==> src/rtl/i2rd_pkg.sv <==
`timescale 1ns / 1ps
// ============================================================================
// i2rd_pkg
// Shared types, constants and the digit encoding for the integer to
// radix digits converter.
// ============================================================================
package i2rd_pkg;

    // Width of the value that is converted (8 to 64).
    localparam int VALUE_WIDTH = 32;
    // Width of the number port, fixed by the interface.
    localparam int IN_W        = 32;
    // Bits of the value actually used.
    localparam int USE_W       = (VALUE_WIDTH < IN_W) ? VALUE_WIDTH : IN_W;

    // The divider retires this many quotient bits per cycle.
    localparam int STEP_BITS   = 8;
    localparam int DIV_STEPS   = (VALUE_WIDTH + STEP_BITS - 1) / STEP_BITS;
    localparam int SH_W        = DIV_STEPS * STEP_BITS;
    localparam int STEP_CNT_W  = (DIV_STEPS > 1) ? $clog2(DIV_STEPS) : 1;

    // Digit stack: at most one digit per value bit (base two).
    localparam int IDX_W       = $clog2(VALUE_WIDTH);

    localparam int RADIX_W     = 5;
    localparam int DIGIT_W     = 4;
    localparam int CHAR_W      = 7;

    localparam logic [RADIX_W-1:0] RADIX_RESET = 5'd10;
    localparam logic [RADIX_W-1:0] BASE_MIN    = 5'd2;
    localparam logic [RADIX_W-1:0] BASE_MAX    = 5'd16;

    localparam logic [CHAR_W-1:0]  CHAR_ZERO   = 7'h30;
    localparam logic [CHAR_W-1:0]  CHAR_A      = 7'h41;
    localparam logic [DIGIT_W-1:0] DIGIT_TEN   = 4'd10;

    // Commands from the controller to the datapath.
    typedef struct packed {
        logic load;   // capture a new value
        logic step;   // one division step of STEP_BITS bits
        logic push;   // store the remainder as the next digit
        logic pop;    // move the top digit into the output register
    } t_cmd;

    // Status from the datapath to the controller.
    typedef struct packed {
        logic quot_zero;  // the quotient just formed is zero
        logic ptr_zero;   // the digit pointer is at the bottom of the stack
    } t_sts;

    function automatic logic [CHAR_W-1:0] digit_code(input logic [DIGIT_W-1:0] d);
        logic [CHAR_W-1:0] c;
        if (d < DIGIT_TEN) begin
            c = CHAR_ZERO + CHAR_W'(d);
        end else begin
            c = CHAR_A + CHAR_W'(d - DIGIT_TEN);
        end
        return c;
    endfunction

endpackage

==> src/rtl/i2rd_dpath.sv <==
`timescale 1ns / 1ps
// ============================================================================
// i2rd_dpath
// Radix register, multi-cycle divider by the base, digit stack and the
// output payload register.
// ============================================================================
module i2rd_dpath (
    input  logic                           i_clk,
    input  logic                           i_rst_n,
    input  logic                           i_cfg_valid,
    input  logic [i2rd_pkg::RADIX_W-1:0]   i_radix,
    input  logic [i2rd_pkg::IN_W-1:0]      i_number,
    input  i2rd_pkg::t_cmd                 i_cmd,
    output i2rd_pkg::t_sts                 o_sts,
    output logic [i2rd_pkg::CHAR_W-1:0]    o_digit_char,
    output logic                           o_last_digit
);

    logic [i2rd_pkg::RADIX_W-1:0] r_base;
    logic [i2rd_pkg::RADIX_W-1:0] n_base;
    logic [i2rd_pkg::SH_W-1:0]    r_sh;
    logic [i2rd_pkg::SH_W-1:0]    n_sh;
    logic [i2rd_pkg::DIGIT_W-1:0] r_rem;
    logic [i2rd_pkg::DIGIT_W-1:0] n_rem;
    logic [i2rd_pkg::IDX_W-1:0]   r_ptr;
    logic [i2rd_pkg::DIGIT_W-1:0] r_stack [i2rd_pkg::VALUE_WIDTH];
    logic [i2rd_pkg::CHAR_W-1:0]  r_char;
    logic                         r_last;

    // Values outside 2..16 are clamped to the nearest supported base.
    always_comb begin
        if (i_radix < i2rd_pkg::BASE_MIN) begin
            n_base = i2rd_pkg::BASE_MIN;
        end else if (i_radix > i2rd_pkg::BASE_MAX) begin
            n_base = i2rd_pkg::BASE_MAX;
        end else begin
            n_base = i_radix;
        end
    end

    // Restoring division, STEP_BITS bits per cycle. Dividend bits leave at
    // the top of the shift register while quotient bits enter at the bottom,
    // so once the last step is done it holds the quotient.
    always_comb begin
        logic [i2rd_pkg::DIGIT_W:0] t;
        n_sh  = r_sh;
        n_rem = r_rem;
        for (int i = 0; i < i2rd_pkg::STEP_BITS; i++) begin
            t    = {n_rem, n_sh[i2rd_pkg::SH_W-1]};
            n_sh = {n_sh[i2rd_pkg::SH_W-2:0], 1'b0};
            if (t >= r_base) begin
                n_rem   = i2rd_pkg::DIGIT_W'(t - r_base);
                n_sh[0] = 1'b1;
            end else begin
                n_rem = t[i2rd_pkg::DIGIT_W-1:0];
            end
        end
    end

    always_ff @(posedge i_clk) begin
        if (!i_rst_n) begin
            r_base <= i2rd_pkg::RADIX_RESET;
        end else if (i_cfg_valid) begin
            r_base <= n_base;
        end
    end

    always_ff @(posedge i_clk) begin
        if (i_cmd.load) begin
            r_sh  <= i2rd_pkg::SH_W'(i_number[i2rd_pkg::USE_W-1:0]);
            r_rem <= '0;
            r_ptr <= '0;
        end
        if (i_cmd.step) begin
            r_sh  <= n_sh;
            r_rem <= n_rem;
        end
        if (i_cmd.push) begin
            r_stack[r_ptr] <= r_rem;
            r_rem          <= '0;
            // The pointer stays on the top digit once the quotient is zero.
            if (r_sh != '0) begin
                r_ptr <= r_ptr + 1'b1;
            end
        end
        if (i_cmd.pop) begin
            r_char <= i2rd_pkg::digit_code(r_stack[r_ptr]);
            r_last <= (r_ptr == '0);
            r_ptr  <= r_ptr - 1'b1;
        end
    end

    assign o_sts.quot_zero = (r_sh == '0);
    assign o_sts.ptr_zero  = (r_ptr == '0);
    assign o_digit_char    = r_char;
    assign o_last_digit    = r_last;

endmodule

==> src/rtl/i2rd_ctrl.sv <==
`timescale 1ns / 1ps
// ============================================================================
// i2rd_ctrl
// Sequencer for the converter: division rounds, digit pushes and the
// output handshake.
// ============================================================================
module i2rd_ctrl (
    input  logic           i_clk,
    input  logic           i_rst_n,
    input  logic           i_valid,
    output logic           o_ready,
    output logic           o_valid,
    input  logic           i_ready,
    input  i2rd_pkg::t_sts i_sts,
    output i2rd_pkg::t_cmd o_cmd
);

    typedef enum logic [1:0] {
        S_IDLE,
        S_DIV,
        S_PUSH,
        S_EMIT
    } t_state;

    t_state                          r_state;
    logic [i2rd_pkg::STEP_CNT_W-1:0] r_step;
    logic                            r_valid;
    logic                            w_pop;

    // A digit may enter the output register when it is empty or being taken.
    assign w_pop   = (r_state == S_EMIT) && (!r_valid || i_ready);
    assign o_ready = (r_state == S_IDLE);
    assign o_valid = r_valid;

    always_comb begin
        o_cmd      = '0;
        o_cmd.load = (r_state == S_IDLE) && i_valid;
        o_cmd.step = (r_state == S_DIV);
        o_cmd.push = (r_state == S_PUSH);
        o_cmd.pop  = w_pop;
    end

    always_ff @(posedge i_clk) begin
        if (!i_rst_n) begin
            r_state <= S_IDLE;
            r_step  <= '0;
            r_valid <= 1'b0;
        end else begin
            if (w_pop) begin
                r_valid <= 1'b1;
            end else if (i_ready) begin
                r_valid <= 1'b0;
            end
            case (r_state)
                S_IDLE: begin
                    if (i_valid) begin
                        r_state <= S_DIV;
                        r_step  <= '0;
                    end
                end
                S_DIV: begin
                    if (r_step == i2rd_pkg::STEP_CNT_W'(i2rd_pkg::DIV_STEPS - 1)) begin
                        r_state <= S_PUSH;
                    end
                    r_step <= r_step + 1'b1;
                end
                S_PUSH: begin
                    r_step <= '0;
                    if (i_sts.quot_zero) begin
                        r_state <= S_EMIT;
                    end else begin
                        r_state <= S_DIV;
                    end
                end
                S_EMIT: begin
                    if (w_pop && i_sts.ptr_zero) begin
                        r_state <= S_IDLE;
                    end
                end
                default: begin
                    r_state <= S_IDLE;
                end
            endcase
        end
    end

endmodule

==> src/rtl/integer_to_radix_digits.sv <==
`timescale 1ns / 1ps
// ============================================================================
// integer_to_radix_digits
// Converts an unsigned value to ASCII digits in a base from 2 to 16,
// most significant digit first, flagging the final digit.
// ============================================================================
//  Channel   Direction  Handshake                 Payload
//  input     in         i_valid / o_ready         i_number
//  output    out        o_valid / i_ready         o_digit_char, o_last_digit
//  config    in         i_cfg_valid / o_cfg_ready i_radix
//
//  Each digit is formed by DIV_STEPS division steps in the divider, eight
//  quotient bits per cycle, and a push onto the digit stack; once the
//  quotient is zero the digits leave the stack, most significant first.
//  One item is in work at a time; the next is taken once the last digit
//  has entered the output register. Output stalls hold the digit sequencer.
//  Reset is synchronous, active low, and sets the base to ten.
// ============================================================================
module integer_to_radix_digits (
    input  logic                           i_clk,
    input  logic                           i_rst_n,
    input  logic                           i_valid,
    output logic                           o_ready,
    input  logic [i2rd_pkg::IN_W-1:0]      i_number,
    output logic                           o_valid,
    input  logic                           i_ready,
    output logic [i2rd_pkg::CHAR_W-1:0]    o_digit_char,
    output logic                           o_last_digit,
    input  logic                           i_cfg_valid,
    output logic                           o_cfg_ready,
    input  logic [i2rd_pkg::RADIX_W-1:0]   i_radix
);

    i2rd_pkg::t_cmd w_cmd;
    i2rd_pkg::t_sts w_sts;

    assign o_cfg_ready = 1'b1;

    i2rd_ctrl u_ctrl (
        .i_clk   (i_clk),
        .i_rst_n (i_rst_n),
        .i_valid (i_valid),
        .o_ready (o_ready),
        .o_valid (o_valid),
        .i_ready (i_ready),
        .i_sts   (w_sts),
        .o_cmd   (w_cmd)
    );

    i2rd_dpath u_dpath (
        .i_clk        (i_clk),
        .i_rst_n      (i_rst_n),
        .i_cfg_valid  (i_cfg_valid),
        .i_radix      (i_radix),
        .i_number     (i_number),
        .i_cmd        (w_cmd),
        .o_sts        (w_sts),
        .o_digit_char (o_digit_char),
        .o_last_digit (o_last_digit)
    );

endmodule
==> config.mk <==
export PLATFORM = sky130hd
export DESIGN_NAME = integer_to_radix_digits
export DESIGN_NICKNAME = d
export VERILOG_FILES = /design/src/rtl/i2rd_pkg.sv /design/src/rtl/i2rd_dpath.sv /design/src/rtl/i2rd_ctrl.sv /design/src/rtl/integer_to_radix_digits.sv
export SDC_FILE = /design/constraint.sdc
export NUM_CORES = 1
export LEC_CHECK = 0
export ABC_CLOCK_PERIOD_IN_PS = 11200
export BUFFER_PORTS_ARGS = -buffer_cell sky130_fd_sc_hd__buf_4
export CORE_ASPECT_RATIO = 0.6
export CORE_MARGIN = 2
export CORE_UTILIZATION = 30
export DETAILED_ROUTE_END_ITERATION = 12
export GPL_TIMING_DRIVEN = 0
export SYNTH_ARGS = -nofsm -noshare
export SYNTH_HDL_FRONTEND = slang
export SYNTH_SLANG_ARGS = --single-unit
==> constraint.sdc <==
create_clock -name i_clk -period 11.2 [get_ports i_clk]
set_input_delay 2.8 -clock i_clk [delete_from_list [all_inputs] [get_ports i_clk]]
set_output_delay 2.8 -clock i_clk [all_outputs]
set_load 0.1 [all_outputs]
* Word-level counts from Yosys, hierarchy flattened *
Memories as Yosys holds them, arrays and structs flattened. A register that Yosys moved wholly into a read port is not among the register bits.
Index checks and enable logic that the tools add are counted.

storage, ports and cells
  memories = 1
  logic and storage cells = 94
  bits in writable memories = 128
  flip-flop bits (word level) = 59
  input bits = 42
  output and inout port bits = 11

operators by class
  $add $sub $neg = 14
  reduce and logical (&&, ||, !) cells = 14
  multiplexer cells = 38
  $lt $le $gt $ge = 11
  equal/unequal tests = 7

memory list
  memory           depth  width  rd ports  clocked after memory_dff  write ports  line              text
  u_dpath.r_stack  32     4      1         1                         1            i2rd_dpath.sv:26  logic [i2rd_pkg::DIGIT_W-1:0] r_stack [i2rd_pkg::VALUE_WIDTH];

operator list
  cell                                                                  count
  32-bit 2-to-1 mux                                                     2
  5-bit greater-or-equal comparator                                     8
  4-bit 2-to-1 mux                                                      10
  32-bit zero test                                                      1
  32-bit nonzero test                                                   1
  4-bit subtractor                                                      8
  5-bit 2-to-1 mux                                                      6
  1-bit 2-to-1 mux                                                      12
  2-bit 2-to-1 mux                                                      5
  2-bit one-hot mux with 4 select lines                                 1
  6-bit by 4-bit adder with 7-bit output, first input constant          1
  7-bit adder, first input constant                                     1
  7-bit 2-to-1 mux                                                      1
  2-bit equality test, second input constant                            3
  2-bit inequality test, second input constant                          3
  2-bit one-hot mux with 3 select lines                                 1
  5-bit by 1-bit adder with 5-bit output, second input constant         1
  5-bit > comparator, second input constant                             1
  5-bit zero test                                                       1
  5-bit by 2-bit < comparator with 1-bit output, second input constant  1
  4-bit by 4-bit subtractor with 5-bit output, second input constant    1
  5-bit by 1-bit subtractor with 5-bit output, second input constant    1
  4-bit < comparator, second input constant                             1
  2-bit nonzero test                                                    2
  other kinds (9)                                                       11

* Longest topological paths before layout *
Gate-level depths: netlist of run 1.

  word-level depth = 17
  depth in mapped cells = 49
  depth with buffers taken out = 49

* Hierarchy *
From an unflattened synthesis of run 1, not the netlist that was laid out.

unflattened totals
  cell total of the unflattened synthesis = 755
  area total of the unflattened synthesis = 9,841.9 um2

by module, submodules not included
  module                   area each (um2)  instances  cells an instance  seq. area each (um2)
  i2rd_dpath               9,507.9          1          717                5,325.1
  i2rd_ctrl                322.8            1          36                 100.1
  integer_to_radix_digits  11.3             1          2                  0.0

* Worst setup path after synthesis of run 1 *
OpenSTA, ideal clock, no wires.

  path kind = register -> register
  start point = register u_dpath.r_base[1] (netlist bit)
  end point = register u_dpath.r_rem[2] (netlist bit)
  required time = 11.130 ns
  setup time = 0.070 ns
  buffers on the path = 0
  stages on the path, launching flop included = 43
  path slack = 0.999 ns
  clock period less this slack = 10.201 ns
  arrival time = 10.131 ns
  cells stage by stage = dfxtp_1 inv_1 ha_1 a21o_1 a21oi_1 o21bai_1 a21oi_1 mux2_2 ha_1 nand2_1 o21ai_1 mux2_2 ha_1 a21oi_1 nor2b_1 a2111oi_2 ha_1 a21o_1 [7 not listed] a211oi_1 nor2_1 ha_1 and2_1 a221o_1 a211oi_1 nor2_1 ha_1 nand2_1 o21ai_1 mux2i_1 ha_1 a21o_1 a21o_1 a21o_1 a211oi_1 o211ai_1 a21oi_1

between the ends
  longest elaborated chain between the ends = 17
  elaborated cells between the ends (all ways) = 25
  those cells by class = add/sub: 8; order compare: 8; mux: 9

RTL lines
  element                                                                       line                                text
  start: declaration                                                            i2rd_dpath.sv:19                    logic [i2rd_pkg::RADIX_W-1:0] r_base;
  start signal: assignment                                                      i2rd_dpath.sv:62                    r_base <= i2rd_pkg::RADIX_RESET;
  start signal: assignment                                                      i2rd_dpath.sv:64                    r_base <= n_base;
  4-bit subtractor / 5-bit greater-or-equal comparator (equally long branches)  i2rd_dpath.sv:52, i2rd_dpath.sv:51
  4-bit 2-to-1 mux                                                              i2rd_dpath.sv:51                    if (t >= r_base) begin
  4-bit subtractor / 5-bit greater-or-equal comparator (equally long branches)  i2rd_dpath.sv:52, i2rd_dpath.sv:51
  4-bit 2-to-1 mux                                                              i2rd_dpath.sv:51
  4-bit subtractor / 5-bit greater-or-equal comparator (equally long branches)  i2rd_dpath.sv:52, i2rd_dpath.sv:51
  4-bit 2-to-1 mux                                                              i2rd_dpath.sv:51
  5-bit greater-or-equal comparator / 4-bit subtractor (equally long branches)  i2rd_dpath.sv:51, i2rd_dpath.sv:52
  4-bit 2-to-1 mux                                                              i2rd_dpath.sv:51
  4-bit subtractor / 5-bit greater-or-equal comparator (equally long branches)  i2rd_dpath.sv:52, i2rd_dpath.sv:51
  4-bit 2-to-1 mux                                                              i2rd_dpath.sv:51
  4-bit subtractor / 5-bit greater-or-equal comparator (equally long branches)  i2rd_dpath.sv:52, i2rd_dpath.sv:51
  4-bit 2-to-1 mux                                                              i2rd_dpath.sv:51
  5-bit greater-or-equal comparator / 4-bit subtractor (equally long branches)  i2rd_dpath.sv:51, i2rd_dpath.sv:52
  4-bit 2-to-1 mux                                                              i2rd_dpath.sv:51
  4-bit subtractor / 5-bit greater-or-equal comparator (equally long branches)  i2rd_dpath.sv:52, i2rd_dpath.sv:51
  4-bit 2-to-1 mux (*)                                                          i2rd_dpath.sv:51
  4-bit 2-to-1 mux (*)                                                          i2rd_dpath.sv:74                    if (i_cmd.step) begin
  end signal: assignment                                                        i2rd_dpath.sv:76                    r_rem <= n_rem;
  end: declaration                                                              i2rd_dpath.sv:23                    logic [i2rd_pkg::DIGIT_W-1:0] r_rem;

Every way passes the cells marked *; elsewhere a longest branch is shown, timed or not.
A chain may end at the register's enable or synchronous reset.

* Worst setup path in the final report of run 1 *
  start point = register u_dpath.r_sh[31] (netlist bit)
  end point = register u_dpath.r_sh[0] (netlist bit), data pin

between the ends
  longest elaborated chain between the ends = 17
  elaborated cells between the ends (all ways) = 24
  those cells by class = add/sub: 7; order compare: 8; mux: 9

RTL lines
  element                                                                       line                                text
  start: declaration                                                            i2rd_dpath.sv:21                    logic [i2rd_pkg::SH_W-1:0] r_sh;
  start signal: assignment                                                      i2rd_dpath.sv:70                    r_sh <= i2rd_pkg::SH_W'(i_number[i2rd_pkg::USE_W-1:0]);
  start signal: assignment                                                      i2rd_dpath.sv:75                    r_sh <= n_sh;
  4-bit subtractor / 5-bit greater-or-equal comparator (equally long branches)  i2rd_dpath.sv:52, i2rd_dpath.sv:51
  4-bit 2-to-1 mux (*)                                                          i2rd_dpath.sv:51
  4-bit subtractor / 5-bit greater-or-equal comparator (equally long branches)  i2rd_dpath.sv:52, i2rd_dpath.sv:51
  4-bit 2-to-1 mux (*)                                                          i2rd_dpath.sv:51
  4-bit subtractor / 5-bit greater-or-equal comparator (equally long branches)  i2rd_dpath.sv:52, i2rd_dpath.sv:51
  4-bit 2-to-1 mux (*)                                                          i2rd_dpath.sv:51
  4-bit subtractor / 5-bit greater-or-equal comparator (equally long branches)  i2rd_dpath.sv:52, i2rd_dpath.sv:51
  4-bit 2-to-1 mux (*)                                                          i2rd_dpath.sv:51
  5-bit greater-or-equal comparator / 4-bit subtractor (equally long branches)  i2rd_dpath.sv:51, i2rd_dpath.sv:52
  4-bit 2-to-1 mux (*)                                                          i2rd_dpath.sv:51
  4-bit subtractor / 5-bit greater-or-equal comparator (equally long branches)  i2rd_dpath.sv:52, i2rd_dpath.sv:51
  4-bit 2-to-1 mux (*)                                                          i2rd_dpath.sv:51
  4-bit subtractor / 5-bit greater-or-equal comparator (equally long branches)  i2rd_dpath.sv:52, i2rd_dpath.sv:51
  4-bit 2-to-1 mux (*)                                                          i2rd_dpath.sv:51
  5-bit greater-or-equal comparator (*)                                         i2rd_dpath.sv:51
  1-bit 2-to-1 mux (*)                                                          i2rd_dpath.sv:51
  32-bit 2-to-1 mux (*)                                                         i2rd_dpath.sv:74

Marks and branches as above.

==> out/metrics.yaml, run 1 <==
worst_setup_path:
  cp.required_ns: 11.40
  crit_path_max_incr_delay_ns: 0.48
  crit_path_end: "u_dpath.r_sh[0]"
  crit_arrival_ns: 10.95
  crit_type: "flop to flop"
  cpMostUsedCell: "ha_1"
  start_kind: "flop"
  path_delay_family: "compound AO/OA/AOI/OAI gates"
  cp_max_fo: 6
  worstSetupEndpointType: "flop"
  r2r_setup_slack_ns: 0.45
  rr_endpoint: "u_dpath.r_sh[0]"
  critPathLaunch: "u_dpath.r_sh[31]"
  cpMaxStageDelayCell: "edfxtp_1"
  reg2reg_depth: 45
  rr_startpoint: "u_dpath.r_sh[31]"
  path_depth: 45
  path_buf_inv: 4
global_routing:
  grt_pass1_wl_um: 38800
  grt_max_degree: 37
  grt_pass1_vias: 6201
  antenna_found_initial: 0
  overflow: 0
  grtUsageTotal: 0.156
route:
  antenna_left: 0
  drc_errors: 0
  vias: 6867
  routedWlPerCell_um: 19.7
  via_per_inst: 5.10
  routed_wl_um: 26500
  drt-pass1-iter-count: 7
  drt_iter0_drc: 784
sta:
  fmax_mhz: 93.0
  min_period_over_period: 0.960
  maxSlewViolCount: 0
  hold_viol: 0
  finalCriticalPeriod_ns: 10.75
  setup_viol: 0
  slew_headroom: 0.159
  worstMarginPinSlew_ns: 1.26
  worst_clock_skew_ns: 0.00696
die:
  die_height_um: 144
  dieWidth_um: 238
  pin_count: 53
  rows: 51
  start_util: 0.304
  core-area_um2: 32400
  dieArea_um2: 34400
clocking:
  cts_root_buf: "clkbuf_16"
  numCtsBuffers: 17
  ctsHtreeMaxLevel: 4
  insertion_delay_ns: 0.44
  clk_pin_slew_worst_paths_ns: 0.07
  cts.sinks: 187
  cts_tree: "done"
  cts_hold_buf: 0
  clock_path_buffers: 2
synth:
  synthesis.area_um2: 9860
  yosys.area.top_type_share: 0.512
  synth_area_leader_cell: "edfxtp_1"
  yosysWarnings: 0
  syn_area_per_cell_um2: 11.9
  ys_ff_latch: 187
  synth_edf_count: 168
  synth.net_count: 930
  ys_seq_area_frac: 0.550
  synthTopCellsByCount: "168 x edfxtp_1, 116 x nand2_1, 57 x nor2_1, 50 x ha_1, 46 x inv_1"
  ys_types: 66
  ys.flop_type: "edfxtp_1"
  synth_area_leaders: "edfxtp_1 51%, ha_1 6.3%, nand2_1 4.4%"
  synthCells: 830
  yosysMostFrequentCell: "edfxtp_1"
  async_flop_share: 0
finish:
  area_delta_synth_final_pct: 17.4
  layout-drive-gt1-share: 0.170
  finalNonFillerCells: 1346
  diodes: 0
  fin_nets: 1009
  num-fill-cells: 3187
hold_path:
  worstHoldStart: "u_dpath.r_base[4]"
  hold_class: "flop to flop"
  hold_depth: 2
flow_run:
  max-cap-violations: 0
placed_design:
  place.gp.congestion: 0.896
  io_buffers: 50
  dp_hpwl_um: 19700
  place_inst: 1304
status:
  status: "finished clean"
[layout by cell type (no fill, tap or decap), drive strengths merged, types with 5 or more instances in the layout]
cell type  instances
a21oi             34
dfxtp             19
mux2               5
nand3             10
inv               46
nor2              57
nor2b             12
o21ai             28
xnor2             13
and2               7
edfxtp           168
nor3              14
buf               73
a211oi             6
nand2            116
mux2i             41
a21o              24
nor4              10
a22oi              5
nand2b            20
fa                 8
o22ai             15
ha                50
clkinv             7
or4bb              5
mux4              16
clkbuf            38
xor2               7
o31ai              5
[what timing repair did]
| item | 4_1_cts | 5_1_grt |
|---|---|---|
| endpoints found under the setup margin | 6 | 5 |
| pin swaps | 1 | 5 |
| buffers inserted | 2 | 8 |
| gates resized for setup | 22 | 15 |
| cloned | 0 | 0 |
[how the worst min path moves through the flow]
stage                              to  slack (ns)
floorplan           u_dpath.r_base[4]        0.48
global placement    u_dpath.r_base[4]        0.50
detailed placement  u_dpath.r_base[4]        0.51
CTS                 u_dpath.r_base[4]        0.53
global route         u_dpath.r_sh[22]        0.57
finish              u_dpath.r_base[4]        0.52
[registers in the layout, indices dropped and copies added (netlist names)]
signal,count
u_dpath.r_stack,128
u_dpath.r_ptr,5
u_ctrl.o_valid,1
u_dpath.r_rem,4
u_dpath.o_digit_char,7
u_dpath.o_last_digit,1
u_ctrl.r_state,2
u_dpath.r_base,5
u_ctrl.r_step,2
u_dpath.r_sh,32
[final cells by class]
cell class / instances / area (µm²) / share of cell area
Clock inverter: 12 / 146 / 0.0126
Buffer: 31 / 155 / 0.0134
Sequential cell: 187 / 5440 / 0.470
Tap cell: 424 / 531 / 0.0458
Multi-Input combinational cell: 566 / 4240 / 0.366
Timing Repair Buffer: 60 / 450 / 0.0389
Clock buffer: 20 / 437 / 0.0377
Inverter: 46 / 176 / 0.0152
[per-stage QoR]
stage / setup WS [ns] / hold slack (ns) / setup TNS [ns] / area (µm²) / util
after floorplan: 0.999 / 0.483 / 0 / 9860 / -
after global placement: -1.85 / 0.503 / -8.38 / 10800 / 0.332
after detailed placement: -1.97 / 0.514 / -8.99 / 10800 / 0.332
after CTS: 0.00778 / 0.530 / 0 / 11500 / 0.353
after global routing: -0.000829 / 0.573 / -0.000829 / 11600 / 0.357
final: 0.446 / 0.525 / 0 / 11600 / 0.357
[per-layer routing]
metal	track usage	wire (µm)	up-vias
li1	-	-	3230
met1	0.257	14100	3364
met2	0.178	9210	258
met3	0.0634	3010	15
met4	0.0280	145	0
met5	0	0	-
[tightest hold or removal path, cell delays in order (launching register included)]
cell,delay [ns]
dfxtp_1,0.33
mux2i_1,0.07
nor2b_1,0.09
[logic make-up (layout without fill, tap and decap cells)]
family,count (synthesis),in the layout,share of synthesized area
buffers and inverters,77,169,0.0332
muxes,62,62,0.0843
DFF,187,187,0.550
adders and majority gates,58,58,0.0797
AOI/OAI and AO/OA,151,151,0.103
xor gates and xnor gates,20,20,0.0178
and+or+nand+nor,274,274,0.132
other,1,1,0.000380
Power of run 1 is left out: the tool's default activity adds up to more than one toggle a clock period on the data nets, which glitch-free logic cannot reach.
==> run 2, diff against run 1 <==
--- a/config.mk
+++ b/config.mk
@@ -5,10 +5,10 @@
 export SDC_FILE = /design/constraint.sdc
 export NUM_CORES = 1
 export LEC_CHECK = 0
+export ABC_AREA = 1
 export ABC_CLOCK_PERIOD_IN_PS = 11200
 export BUFFER_PORTS_ARGS = -buffer_cell sky130_fd_sc_hd__buf_4
 export CORE_ASPECT_RATIO = 0.6
-export CORE_MARGIN = 2
 export CORE_UTILIZATION = 30
 export DETAILED_ROUTE_END_ITERATION = 12
 export GPL_TIMING_DRIVEN = 0
==> out/metrics.yaml, run 2 <==
status:
  status: "finished clean"
clocking:
  clock_path_buffers: 2  # unchanged
  ctsHtreeMaxLevel: 4  # unchanged
  cts_hold_buf: 0  # unchanged
  cts.sinks: 187  # unchanged
  insertion_delay_ns: 0.44  # about the same
  clk_pin_slew_worst_paths_ns: 0.07  # about the same
  cts_tree: "done"
  numCtsBuffers: 17  # unchanged
  cts_root_buf: "clkbuf_16"
synth:
  yosys.area.top_type_share: 0.491  # -0.0203
  yosysMostFrequentCell: "nand2_1"
  synth_area_leaders: "edfxtp_1 49%, nand2_1 11%, inv_1 6.4%"
  synthesis.area_um2: 10300  # +4.1%
  synth_area_leader_cell: "edfxtp_1"
  synthMuxAreaShare: 0  # -0.0843
  synth.net_count: 1260  # +35%
  ys_ff_latch: 187  # unchanged
  yosys.area_share.simple: 0.219  # +0.0878
  synth_edf_count: 168  # unchanged
  ys.flop_type: "edfxtp_1"
  synthCells: 1160  # +40%
  synth_compound_area_frac: 0.0734  # -0.0294
  syn_area_per_cell_um2: 8.85  # -25%
  synth-adder-area-share: 0.0765  # -0.00317
  ys_seq_area_frac: 0.528  # -0.0219
  async_flop_share: 0  # unchanged
  synthTopCellsByCount: "301 x nand2_1, 175 x inv_1, 168 x edfxtp_1, 126 x nor2_1, 67 x nand3_1"
  yosysWarnings: 0  # unchanged
  synthXorXnorAreaFrac: 0.0154  # -0.00241
  ys_types: 38  # -42%
  synth_top_family_by_area: "simple AND/OR/NAND/NOR gates"
placed_design:
  io_buffers: 51  # +2.0%
  dp_hpwl_um: 21000  # +6.9%
  place.gp.congestion: 0.886  # -1.1%
worst_setup_path:
  r2r_setup_slack_ns: 0.66  # +0.22 ns
  worstSetupEndpointType: "flop"
  crit_type: "flop to flop"
  crit_arrival_ns: 10.86  # -0.09 ns
  crit_path_max_incr_delay_ns: 0.36  # -0.12 ns
  cp.required_ns: 11.52  # +0.12 ns
  rr_startpoint: "u_dpath.r_base[4]"
  path_buf_inv: 8  # +4
  reg2reg_depth: 63  # +40%
  cp_max_fo: 7  # +1
  path_depth: 63  # +40%
  path_delay_family: "simple AND/OR/NAND/NOR gates"
  cpMaxStageDelayCell: "dfxtp_1"
  rr_endpoint: "u_dpath.r_rem[0]"
  cpMostUsedCell: "nand2_1"
  start_kind: "flop"
global_routing:
  grt_max_degree: 36  # -2.7%
  grt_pass1_vias: 7724  # +25%
  grt_pass1_wl_um: 44500  # +15%
  overflow: 0  # unchanged
  antenna_found_initial: 0  # unchanged
  grtUsageTotal: 0.170  # +0.0143
finish:
  num-fill-cells: 3490  # +9.5%
  regMostFlops: "u_dpath.r_stack"
  area_delta_synth_final_pct: 18.7
  diodes: 0  # unchanged
  layout_commonest_cell: "nand2_1"
  layout-drive-gt1-share: 0.141  # -0.0291
  layout_common_cells: "300 x nand2_1, 168 x edfxtp_1, 166 x inv_1, 123 x nor2_1, 74 x buf_4"
  fin_nets: 1355  # +34%
  largest_reg_flops: 128  # unchanged
sta:
  setup_viol: 0  # unchanged
  worst_clock_skew_ns: 0.0107  # +0.00369 ns
  maxSlewViolCount: 0  # unchanged
  finalCriticalPeriod_ns: 10.54  # -0.217 ns
  whs_ns: 0.491  # -0.0341 ns
  slew_headroom: 0.204  # +0.0449
  worstMarginPinSlew_ns: 1.19  # -0.0703 ns
  hold_viol: 0  # unchanged
  min_period_over_period: 0.941  # -0.0194
  fmax_mhz: 94.9  # +2.1%
  tns_ns: 0  # unchanged
die:
  start_util: 0.305  # +0.000495
  die_height_um: 145  # +0.61%
  dieArea_um2: 35000  # +1.8%
  pin_count: 53  # unchanged
  rows: 52  # +2.0%
  core-area_um2: 33700  # +4.0%
  dieWidth_um: 241  # +1.2%
route:
  met1_length_um: 15100  # +6.6%
  drt_iter0_drc: 846  # +7.9%
  routedWlPerCell_um: 17.3  # -12%
  antenna_left: 0  # unchanged
  vias: 8240  # +20%
  routed_wl_um: 29900  # +13%
  via_per_inst: 4.77  # -6.5%
  wl_met2_um: 11700  # +27%
  met3WireLength_um: 2810  # -6.8%
  top_layer: "met4"
  drt-pass1-iter-count: 5  # -2
  drc_errors: 0  # unchanged
flow_run:
  max-cap-violations: 0  # unchanged
hold_path:
  worstHoldStart: "u_ctrl.r_step[1]"
  min_to: "u_ctrl.r_step[1]"
  hold_class: "flop to flop"
  hold_depth: 2  # unchanged
[run 2: cell types whose count changed after synthesis, sizes merged, moves of 20 or more]
cell    before  now
nor2        57  126
nand2b      20    0
nand2      116  304
nand3       10   67
mux2i       41    0
inv         46  179
o21ai       28   88
[run 2: logic make-up after synthesis]
| family | Yosys count |
|---|---|
| flip-flops | 187 |
| buffers and inverters | 213 |
| XOR/XNOR | 18 |
| AND/OR/NAND/NOR | 544 |
| adder cells (fa/ha/maj) | 58 |
| AO/OA/AOI/OAI | 139 |
| other | 1 |
[run 2: worst max-delay path by stage]
stage               slack, ns              start          endpoint
floorplan                1.50  u_dpath.r_base[1]  u_dpath.r_rem[0]
global placement        -0.80   u_dpath.r_rem[1]  u_dpath.r_rem[3]
detailed placement      -0.96   u_dpath.r_rem[3]  u_dpath.r_rem[2]
CTS                      0.03  u_dpath.r_base[2]  u_dpath.r_rem[0]
global route            -0.03  u_dpath.r_base[4]  u_dpath.r_rem[0]
finish                   0.66  u_dpath.r_base[4]  u_dpath.r_rem[0]
[run 2: timing repair]
| action | CTS | global route |
|---|---|---|
| pin swaps | 0 | 4 |
| setup buffers | 2 | 22 |
| endpoints found under the setup margin | 5 | 5 |
| resized for setup | 15 | 25 |
[run 2: routing by layer]
layer	global-route usage	vias up
li1	-	3987
met1	0.267	3919
met2	0.223	312
met3	0.0535	22
met4	0.0364	0
met5	0	-
[run 2: worst register-to-register path, delay by kind of cell, from the launching register on]
| kind | cells | cell delay, ns |
|---|---|---|
| adders and majority gates | 8 | 2.50 |
| DFF | 1 | 0.36 |
| buffers and inverters | 8 | 0.97 |
| and+or+nand+nor | 36 | 4.90 |
| AOI/OAI and AO/OA | 11 | 1.68 |
[run 2: metrics by stage]
step	utilization	instances	setup WS, ns	cell area, µm²
finish	0.361	1727	0.664	12200
detailed placement	0.334	1671	-0.957	11300
CTS	0.353	1705	0.0315	11900
global placement	0.333	1670	-0.803	11200
global route	0.361	1727	-0.0341	12200
floorplan	-	1160	1.50	10300
[run 2: cell type report]
type | count | area [µm²] | share of cell area
Multi-Input combinational cell | 760 | 4040 | 0.332
Sequential cell | 187 | 5450 | 0.447
Buffer | 34 | 218 | 0.0179
Clock inverter | 15 | 163 | 0.0134
Tap cell | 459 | 574 | 0.0471
Inverter | 179 | 687 | 0.0564
Timing Repair Buffer | 76 | 627 | 0.0515
Clock buffer | 17 | 425 | 0.0349
Power of run 2 is left out for the same reason.
==> run 3, diff against run 2 <==
--- a/config.mk
+++ b/config.mk
@@ -14,4 +14,5 @@
 export GPL_TIMING_DRIVEN = 0
 export SYNTH_ARGS = -nofsm -noshare
 export SYNTH_HDL_FRONTEND = slang
+export SYNTH_HIERARCHICAL = 1
 export SYNTH_SLANG_ARGS = --single-unit
==> out/metrics.yaml, run 3 <==
route:
  antenna_left: 0  # unchanged
  routedWlPerCell_um: 16.5  # -4.5%
  drc_errors: 0  # unchanged
  drt_iter0_drc: 1014  # +20%
  via_per_inst: 4.77  # -0.10%
  routed_wl_um: 28900  # -3.4%
  vias: 8327  # +1.1%
  drt-pass1-iter-count: 5  # unchanged
die:
  rows: 52  # unchanged
  core-area_um2: 33800  # +0.39%
  dieArea_um2: 35300  # +0.86%
  pin_count: 53  # unchanged
  start_util: 0.306  # +0.00145
  dieWidth_um: 242  # +0.43%
  die_height_um: 146  # +0.43%
worst_setup_path:
  cp.required_ns: 11.56  # +0.04 ns
  crit_path_max_incr_delay_ns: 0.37  # about the same
  crit_type: "flop to flop"
  rr_startpoint: "u_dpath/r_base[3]"
  crit_arrival_ns: 10.85  # about the same
  cp_max_fo: 8  # +1
  cpMostUsedCell: "nand2_1"
  start_kind: "flop"
  rr_endpoint: "u_dpath/r_rem[3]"
  cpMaxStageDelayCell: "ha_4"
  reg2reg_depth: 61  # -3.2%
  r2r_setup_slack_ns: 0.71  # +0.05 ns
  worstSetupEndpointType: "flop"
synth:
  synth_edf_count: 168  # unchanged
  yosys.area.top_type_share: 0.487  # -0.00421
  synth_area_leaders: "edfxtp_1 49%, nand2_1 11%, inv_1 6.5%"
  ys_types: 43  # +13%
  ys.flop_type: "edfxtp_1"
  synthCells: 1178  # +1.6%
  synthesis.area_um2: 10400  # +0.87%
  yosysMostFrequentCell: "nand2_1"
  synthTopCellsByCount: "305 x nand2_1, 180 x inv_1, 168 x edfxtp_1, 129 x nor2_1, 74 x nand3_1"
  ys_ff_latch: 187  # unchanged
  synth_area_leader_cell: "edfxtp_1"
  ys_seq_area_frac: 0.524  # -0.00453
  yosysWarnings: 6  # +6
  async_flop_share: 0  # unchanged
  syn_area_per_cell_um2: 8.79  # -0.68%
  synth.net_count: 1277  # +1.3%
status:
  status: "finished clean"
finish:
  fin_nets: 1374  # +1.4%
  layout_common_cells: "304 x nand2_1, 171 x inv_1, 168 x edfxtp_1, 128 x nor2_1, 79 x buf_4"
  num-fill-cells: 3462  # -0.80%
  register_area_um2: 5450  # unchanged
  layout-drive-gt1-share: 0.139  # -0.00219
  layout_commonest_cell: "nand2_1"
  regMostFlops: "u_dpath/r_stack"
  largest_reg_flops: 128  # unchanged
  multiInputGateArea_um2: 4100  # +1.4%
  area_delta_synth_final_pct: 18.5
  diodes: 0  # unchanged
global_routing:
  overflow: 0  # unchanged
  grt_max_degree: 37  # +2.8%
  grt_pass1_vias: 7591  # -1.7%
  grtUsageTotal: 0.164  # -0.00623
  antenna_found_initial: 0  # unchanged
  grt_pass1_wl_um: 43800  # -1.5%
flow_run:
  max-cap-violations: 0  # unchanged
placed_design:
  place.gp.congestion: 0.883  # -0.28%
  post-place-ws_ns: -1.11  # -0.156 ns
  io_buffers: 51  # unchanged
  dp_hpwl_um: 20300  # -3.4%
sta:
  worst_clock_skew_ns: 0.00997  # -0.000679 ns
  worst_slack_ns: 0.712  # +0.0482 ns
  worstMarginPinSlew_ns: 0.956  # -0.234 ns
  maxSlewViolCount: 0  # unchanged
  fmax_mhz: 95.3  # +0.46%
  slew_headroom: 0.363  # +0.159
  setup_viol: 0  # unchanged
  min_period_over_period: 0.936  # -0.00431
  whs_ns: 0.490  # -0.000530 ns
  hold_viol: 0  # unchanged
  finalCriticalPeriod_ns: 10.49  # -0.0482 ns
hold_path:
  min_to: "u_ctrl/r_step[1]"
  worstHoldStart: "u_ctrl/r_step[1]"
  hold_depth: 2  # unchanged
  hold_class: "flop to flop"
clocking:
  cts_tree: "done"
  numCtsBuffers: 17  # unchanged
  cts_root_buf: "clkbuf_16"
  ctsHtreeMaxLevel: 4  # unchanged
  cts.sinks: 187  # unchanged
  clock_path_buffers: 2  # unchanged
  clk_pin_slew_worst_paths_ns: 0.07  # about the same
  cts_hold_buf: 0  # unchanged
  insertion_delay_ns: 0.44  # about the same
==> run 3: cell count changes after synthesis, sizes merged, moves of 2 or more <==
| cell | previous run | this run |
|---|---|---|
| o21ai | 88 | 82 |
| nand3 | 67 | 76 |
| clkbuf | 8 | 13 |
| nor3 | 10 | 8 |
| xnor2 | 8 | 6 |
| inv | 179 | 184 |
| xor2 | 10 | 13 |
| clkinv | 0 | 3 |
| buf | 26 | 22 |
| nand2 | 304 | 312 |
| nor2 | 126 | 130 |
==> run 3: kinds of logic after synthesis <==
family / after synthesis / synth area share
adders and majority gates: 57 / 0.0747
AOI/OAI and AO/OA: 129 / 0.0680
and+or+nand+nor: 563 / 0.227
xor gates and xnor gates: 19 / 0.0161
buffers and inverters: 222 / 0.0896
DFF: 187 / 0.524
other: 1 / 0.000362
==> run 3: cell type report <==
| type | instances | area share |
|---|---|---|
| buffer | 35 | 0.0184 |
| clock buffer | 26 | 0.0407 |
| clock inverter | 6 | 0.00714 |
| inverter | 187 | 0.0585 |
| multi-input combinational | 769 | 0.334 |
| sequential | 187 | 0.444 |
| tap | 459 | 0.0468 |
| timing repair buffer | 78 | 0.0506 |
==> run 3: worst max-delay path: cells and delay by family (launching register included) <==
kind	cells	cell delay (ns)
DFF	1	0.35
AOI/OAI and AO/OA	8	1.43
adders and majority gates	8	2.53
buffers and inverters	9	1.15
and+or+nand+nor	36	4.90
==> run 3: routing by layer <==
metal,track usage,wire (µm)
met4,0.0405,293
met1,0.265,14800
met5,0,0
met2,0.210,10800
met3,0.0396,2990
==> run 3: how the worst max path moves through the flow <==
stage	from	end	slack [ns]
2_1_floorplan	u_dpath/r_base[1]	u_dpath/r_rem[1]	1.47
3_3_place_gp	u_dpath/r_rem[1]	u_dpath/r_rem[1]	-0.90
3_5_place_dp	u_dpath/r_rem[1]	u_dpath/r_rem[1]	-1.11
4_1_cts	u_dpath/r_rem[1]	u_dpath/r_rem[1]	0.05
5_1_grt	u_dpath/r_base[3]	u_dpath/r_rem[3]	-0.07
6_report	u_dpath/r_base[3]	u_dpath/r_rem[3]	0.71
==> run 3: what timing repair did <==
item,CTS,global route
buffers inserted,2,24
pin swaps,0,5
endpoints found under the setup margin,5,5
gates resized for setup,17,21
==> run 3: per-stage QoR <==
| stage | area, µm² | TNS [ns] | cells | utilization |
|---|---|---|---|---|
| 6_report | 12300 | 0 | 1747 | 0.363 |
| 5_1_grt | 12300 | -0.119 | 1747 | 0.363 |
| 4_1_cts | 12000 | 0 | 1722 | 0.353 |
| 3_5_place_dp | 11300 | -5.12 | 1688 | 0.334 |
| 3_3_place_gp | 11300 | -4.12 | 1688 | 0.334 |
| 2_1_floorplan | 10400 | 0 | 1178 | - |
Power of run 3 is left out for the same reason.
